`config.mk`:
```
export PLATFORM = sky130hd
export DESIGN_NAME = tqg_ctrl
export DESIGN_NICKNAME = d
export VERILOG_FILES = /design/src/sv/tqg_pkg.sv /design/src/sv/tqg_ctrl.sv
export SDC_FILE = /design/constraint.sdc
export NUM_CORES = 1
export LEC_CHECK = 0
export ABC_CLOCK_PERIOD_IN_PS = 2200
export BUFFER_PORTS_ARGS = -buffer_cell sky130_fd_sc_hd__buf_2
export CAP_MARGIN = 20
export CORE_AREA = 2 2 39 41
export CTS_CLUSTER_DIAMETER = 50
export CTS_CLUSTER_SIZE = 8
export DETAILED_ROUTE_END_ITERATION = 16
export DIE_AREA = 0 0 41 43
export PLACE_DENSITY = 0.64
export SLEW_MARGIN = 25
export SYNTH_ARGS = -nofsm -noshare
export SYNTH_HDL_FRONTEND = slang
export SYNTH_SLANG_ARGS = --single-unit
```
`constraint.sdc`:
```
create_clock -name clk -period 2.2 [get_ports clk]
set_input_delay 0.44 -clock clk [delete_from_list [all_inputs] [get_ports clk]]
set_output_delay 0.44 -clock clk [all_outputs]
set_load 0.05 [all_outputs]
```
`src/sv/tqg_pkg.sv`:
```
// shared types and constants for the grid q-learning step unit
// no dependencies

package tqg_pkg;

	localparam int MAP_BITS = 60;
	localparam logic [1:0] ST_OPEN   = 2'd0;
	localparam logic [1:0] ST_CLOSED = 2'd1;
	localparam logic [1:0] ST_GOAL   = 2'd2;
	localparam logic [1:0] ST_TRAP   = 2'd3;

	localparam logic [2:0] REG_MAP      = 3'd0;
	localparam logic [2:0] REG_GOAL     = 3'd1;
	localparam logic [2:0] REG_DISCOUNT = 3'd2;
	localparam logic [2:0] REG_EXPLORE  = 3'd3;
	localparam logic [2:0] REG_STRAIGHT = 3'd4;
	localparam logic [2:0] REG_RIGHT    = 3'd5;
	localparam logic [2:0] REG_TURNS    = 3'd6;

	localparam logic [1:0] DIR_N = 2'd0;
	localparam logic [1:0] DIR_E = 2'd1;
	localparam logic [1:0] DIR_S = 2'd2;
	localparam logic [1:0] DIR_W = 2'd3;

	typedef enum logic [3:0] {
		S_CLEAR,
		S_IDLE,
		S_RDCUR,
		S_CHOOSE,
		S_RDNXT,
		S_MAXQ,
		S_MUL,
		S_DELTA,
		S_DIV,
		S_WRITE,
		S_OUT
	} state_t;

	typedef struct packed {
		logic clr_step;
		logic start;
		logic mode0;
		logic rd_cur;
		logic latch_cur;
		logic rd_nxt;
		logic latch_max;
		logic do_mul;
		logic do_delta;
		logic div_start;
		logic write;
		logic load_out;
		logic skip;
	} cmd_t;

	typedef struct packed {
		logic clr_done;
		logic div_done;
		logic active;
	} sts_t;

endpackage

```
`src/sv/tqg_ctrl.sv`:
```
// controller state machine: clear pass, turn sequencing and output handshake
// depends on tqg_pkg

module tqg_ctrl import tqg_pkg::*; (
	input  logic clk,
	input  logic arst_n,
	input  logic in_valid,
	input  logic in_mode,
	input  logic out_stall,
	input  sts_t sts,
	output logic in_stall,
	output logic out_valid,
	output cmd_t cmd
);
	state_t state_q, state_d;
	logic ov_q, ov_d;
	logic mode0_q, skip_q;

	always_ff @(posedge clk or negedge arst_n) begin
		if (!arst_n) begin
			state_q <= S_CLEAR;
			ov_q <= 1'b0;
		end else begin
			state_q <= state_d;
			ov_q <= ov_d;
		end
	end

	assign out_valid = ov_q;

	always_comb begin
		state_d = state_q;
		ov_d = ov_q && out_stall;
		cmd = '0;
		in_stall = 1'b1;
		unique case (state_q)
			S_CLEAR: begin
				cmd.clr_step = 1'b1;
				if (sts.clr_done)
					state_d = S_IDLE;
			end
			S_IDLE: begin
				in_stall = 1'b0;
				cmd.start = in_valid;
				if (in_valid)
					state_d = (!in_mode && 1'b1) ? S_OUT : (sts.active ? S_RDCUR : S_OUT);
			end
			S_RDCUR: begin
				cmd.rd_cur = 1'b1;
				state_d = S_CHOOSE;
			end
			S_CHOOSE: begin
				cmd.latch_cur = 1'b1;
				state_d = S_RDNXT;
			end
			S_RDNXT: begin
				cmd.rd_nxt = 1'b1;
				state_d = S_MAXQ;
			end
			S_MAXQ: begin
				cmd.latch_max = 1'b1;
				state_d = S_MUL;
			end
			S_MUL: begin
				cmd.do_mul = 1'b1;
				state_d = S_DELTA;
			end
			S_DELTA: begin
				cmd.do_delta = 1'b1;
				state_d = S_DIV;
			end
			S_DIV: begin
				cmd.div_start = 1'b1;
				state_d = S_WRITE;
			end
			S_WRITE: begin
				if (sts.div_done)
					state_d = S_OUT;
			end
			S_OUT: begin
				if (!ov_q || !out_stall) begin
					cmd.load_out = 1'b1;
					cmd.mode0 = mode0_q;
					cmd.skip = skip_q;
					cmd.write = !mode0_q && !skip_q;
					ov_d = 1'b1;
					state_d = S_IDLE;
				end
			end
			default: state_d = S_IDLE;
		endcase
	end

	always_ff @(posedge clk or negedge arst_n) begin
		if (!arst_n) begin
			mode0_q <= 1'b0;
			skip_q <= 1'b0;
		end else if (state_q == S_IDLE && in_valid) begin
			mode0_q <= !in_mode;
			skip_q <= in_mode && !sts.active;
		end
	end

	assert property (@(posedge clk) disable iff (!arst_n)
		cmd.div_start |=> state_q == S_WRITE)
		else $error("divider start outside sequence");
	assert property (@(posedge clk) disable iff (!arst_n)
		cmd.write |-> !cmd.clr_step)
		else $error("write during clear");
	assert property (@(posedge clk) disable iff (!arst_n)
		(state_q == S_CLEAR) |-> in_stall)
		else $error("input taken during clear");
endmodule

```
# Word-level counts from Yosys, hierarchy flattened

Cells that the tools add are included.

Logic and storage cells: 54
Register bits after elaboration: 7
Output and inout port bits: 15

Equal/unequal tests: 14
Reduce and logical (&&, ||, !) cells: 13
Muxes and demuxes: 23

Operators by type and width:

| cell                 | number |
|---|---|
| $pmux W4 S11         | 1 |
| $mux W4              | 6 |
| $eq A4 B3 Y1 const B | 4 |
| $mux W1              | 14 |
| $eq A4 B4 Y1 const B | 3 |
| $eq A4 B2 Y1 const B | 2 |
| $ne A2 B2 Y1 const B | 4 |
| $logic_not A1 Y1     | 6 |
| $mux W3              | 2 |
| $eq A4 B1 Y1 const B | 1 |
| $logic_and A1 B1 Y1  | 4 |
| $logic_not A4 Y1     | 1 |
| $reduce_and A4 Y1    | 1 |
| $logic_or A1 B1 Y1   | 1 |

# Depth between registers and ports, before layout

Depth after elaboration: 4
Depth in mapped cells: 5

# Worst setup path before layout

No wires, ideal clock.

Kind: register to output
From: register state_q[0]
To: output port cmd[2] (netlist bit)
Data required time: 1760 ps
Setup slack: -851 ps
Arrival: 2611 ps
Stages on the path, launching flop included: 6
Cells stage by stage: dfrtp_1 -> buf_6 -> nand2b_4 -> or2_1 -> a21oi_2 -> nor3b_1

RTL lines:

| element                | RTL line       | RTL |
|---|---|---|
| start, declared        | tqg_ctrl.sv:15 | `state_t state_q, state_d;` |
| start signal, assigned | tqg_ctrl.sv:24 | `state_q <= state_d;` |
| end, declared          | tqg_ctrl.sv:13 | `output cmd_t cmd` |

==> results.md <==
Run status:
- The run finished with clean final reports.

Final layout:
- Cells with a size suffix above 1 make up 42.5% of the layout.
- After filler insertion, the fill cell instance count of the layout stands at 148.
- The signed area change from the synthesized netlist to the final layout is 35.6%.
- The post-layout instance area is 706 µm².
- The number of diodes is 0.
- The final net count is 96.

Critical path:
- The end of the worst register-to-register path is state_q[3].
- The endpoint kind of the worst setup timing path is an output port.
- The endpoint required time on the critical path is 1760 ps.
- Counting cells, the worst reg-to-reg path comes to 4.
- The critical path's largest stage delay is 370 ps.
- The setup slack on the worst flop-to-flop path is 610 ps.
- The critical path goes through nand2b_1 > or2_1 > a21oi_4 > nor3b_4 > clkbuf_4.
- The kind of cell with the highest combined delay along the critical path is simple AND/OR/NAND/NOR gates.
- The combined buffer and inverter count along the critical path is 1.
- The startpoint identified for the worst register-to-register timing path is state_q[1].
- The cell type of the slowest stage on the worst timing path is dfrtp_1.
- The worst setup path is launched from a register.
- The critical path class is register to output port.
- The maximum fanout along the worst path is 4.
- For the worst setup path, the data arrival time is 1640 ps.

CTS:
- No sink is reached through more buffers than the 2 on the longest clock path.
- The cell at the root of the clock tree is clkbuf_4.
- The number of buffers created by CTS is 3.
- CTS saw 7 sinks.
- In this run the post-CTS setup repair buffer count came out at 0.
- Clock-pin slew was measured on the worst setup and hold paths at 50 ps.
- The depth of the CTS H-tree is 1.
- TritonCTS built the clock tree.
- Clock latency on the worst-skew pair, taken at its later pin, is 250 ps.

Timing:
- Headroom to the max-slew limit came out at 84.6%.
- The actual transition at the worst max-transition pin is 228 ps.
- Setup violations remaining at the end of the flow were counted as 0.
- The final hold slack is 15.1 ps.
- Setup repair after global routing left no endpoint under its margin.
- The largest clock skew in the final design is 1.75 ps.
- Once routing completed, OpenROAD measured the worst setup slack at 117 ps.
- The share of the cycle needed by the critical path after routing is 94.7%.
- The number of slew-limit violations in the final report was 0.
- Derived from the worst setup path, the maximum achievable clock frequency is 480 MHz.
- The shortest period the worst path allows is 2080 ps.
- The total count of hold-check failures in the final report is 0.

Floorplanning:
- For this design the top-level I/O count stands at 23.
- The floorplan die area is 1760 µm².
- The width of the die is 41 µm.
- The number of standard-cell rows in the floorplan is 14.
- The initial utilization of the core area, before any placement, comes to 37.6%.
- The core area is 1380 µm².
- The die height is 43 µm.

Yosys:
- The async set or reset register ratio after synthesis is 100%.
- The most used flip-flop cell after synthesis is dfrtp_1.
- The synthesized netlist net count is 69.
- Summed over its instances, the top area cell type makes up 33.7% of the synthesized netlist area.
- By count the netlist is led by nand2_1, nor2_1, dfrtp_1.
- In the post-synthesis netlist, the biggest area contributors are dfrtp_1, nand2_1, nor2_1, o311ai_4, nand2b_1.
- The gate count of the mapped netlist is 61.
- Sequential cells were found to cover 33.7% of the synthesized design area.
- The synthesized design contains 7 register bits.
- The cell type with the highest aggregate area in the netlist is dfrtp_1.
- The number of warning messages in the yosys log is 0.
- The distinct cell type count after synthesis is 27.
- The number of enable flip-flop cells after synthesis is 0.
- The per-instance average area after synthesis is 8.53 µm².
- The synthesized cell area is 520 µm².

GRT:
- The via count of the first global-routing pass is 426.
- The number of antenna violations at the first check in global routing was 0.
- The wire length of the first global-routing pass is 1850 µm.
- Global routing finished with a remaining overflow of 0.
- The total track usage is 15.6%.
- Entering global routing, the biggest net connects 12 pins.

Placed design:
- The congestion estimate from routability-driven global placement came to 0.758.
- Detailed placement finished with a half-perimeter wire length of 925 µm.
- The total cell area at the placement stage is 677 µm².
- The pre-CTS setup slack is 332 ps.
- During placement, the flow inserted port buffers numbering 22.

Route:
- Dividing the detail-routed wire length by the instance count gives 11.3 µm.
- After detailed routing, the number of remaining DRC violations is 0.
- The iteration-0 DRC count of the detailed router is 6.
- The overall via count from detail_route is 507.
- The ratio of routed vias to standard cells is 4.92.
- The post-detailed-route count of antenna-violating nets is 0.
- Summed over all layers, the routed wires come to 1170 µm.
- The first TritonRoute pass finished after 4 iterations.

Power:
- The worst-case IR drop observed on VDD is 0.000638 V.
- In this run the power density over the cells is 1590 nW/µm².
- The leakage power is 0.370 nW.

Flow run:
- The tool flagged a number of max-cap violations equal to 0.

Hold path:
- The kind of path behind the tightest hold check is input port to asynchronous set/reset pin.
-- cell usage in the layout, fill, tap and decap left out --
| master | count |
|---|---|
| nand3_1 | 3 |
| buf_4 | 4 |
| o311ai_4 | 1 |
| a21oi_1 | 1 |
| nor4_4 | 1 |
| nor2_1 | 8 |
| nor4_1 | 1 |
| and2_1 | 2 |
| nor3_1 | 4 |
| a211o_1 | 1 |
| o21ai_0 | 4 |
| nand2b_1 | 4 |
| a21oi_4 | 1 |
| nor2b_1 | 2 |
| clkbuf_4 | 4 |
| or2_1 | 1 |
| nor3b_4 | 1 |
| xor2_1 | 1 |
| inv_1 | 1 |
| or3_4 | 1 |
| clkbuf_1 | 1 |
| nand2b_4 | 1 |
| nand2_1 | 8 |
| mux2_4 | 1 |
| buf_2 | 21 |
| and3_2 | 1 |
| dfrtp_1 | 7 |
| or2b_1 | 1 |
-- per-stage QoR --
step / TNS [ps] / util (%) / std cells / total power, mW
floorplan: -93.7 / - / 61 / 0.877
global placement: 0 / 48.9 / 99 / 1.00
detailed placement: 0 / 48.9 / 99 / 1.02
CTS: 0 / 50.8 / 103 / 1.13
global route: 0 / 51.0 / 103 / 1.20
finish: 0 / 51.0 / 103 / 1.12
-- cells by family after synthesis --
group                     share of synthesized area, %
xor gates and xnor gates                          1.68
AOI/OAI and AO/OA                                 13.2
and+or+nand+nor                                   41.8
buffers and inverters                             6.73
DFF                                               33.7
muxes                                             2.88
-- state kept, by name, summed over array words and instances, names as in the netlist --
signal,count
state_q,4
out_valid,1
skip_q,1
mode0_q,1
-- worst reg2reg max path, delay by kind of cell (launching register included) --
kind / cells / cell delay [ps]
compound gates: 1 / 290
buf+inv: 1 / 180
flops: 1 / 400
mux: 1 / 320
simple gates: 1 / 280
-- worst max-delay path by stage --
stage	startpoint	to	slack, ps	cells after the start
6_report	state_q[2]	cmd[2]	120	5
5_1_grt	state_q[2]	cmd[2]	4	5
4_1_cts	state_q[2]	cmd[2]	60	5
3_5_place_dp	state_q[2]	cmd[2]	330	5
3_3_place_gp	state_q[2]	cmd[2]	390	5
2_1_floorplan	state_q[0]	cmd[2]	-50	5
-- routing by layer --
metal	GRT usage, %	part of all wire (%)	vias up
met1	21.1	45	221
met2	22.5	46	25
met4	8.00	1.0	0
met5	0	0	-
met3	3.14	7.6	2
li1	-	-	259
-- power breakdown --
part           internal, mW  switching, mW  total (mW)
sequential            0.187         0.0464       0.233
clock                0.0691         0.0452       0.114
combinational         0.271          0.504       0.774
total                 0.526          0.595        1.12
-- area by class of cell --
cell class                      count  area (µm²)  share of cell area (%)
Sequential cell                     7         175                    24.8
Timing Repair Buffer               26         143                    20.2
Tap cell                           16        20.0                    2.84
Multi-Input combinational cell     49         338                    47.9
Clock buffer                        4        26.3                    3.72
Inverter                            1        3.75                   0.532
-- repair_timing --
| action | 4_1_cts | 5_1_grt |
|---|---|---|
| endpoints found under the setup margin | 0 | 1 |
| gates resized for setup | 0 | 1 |
| hold buffers | 0 | 0 |
No activity file was read; power rests on OpenSTA's default activity.
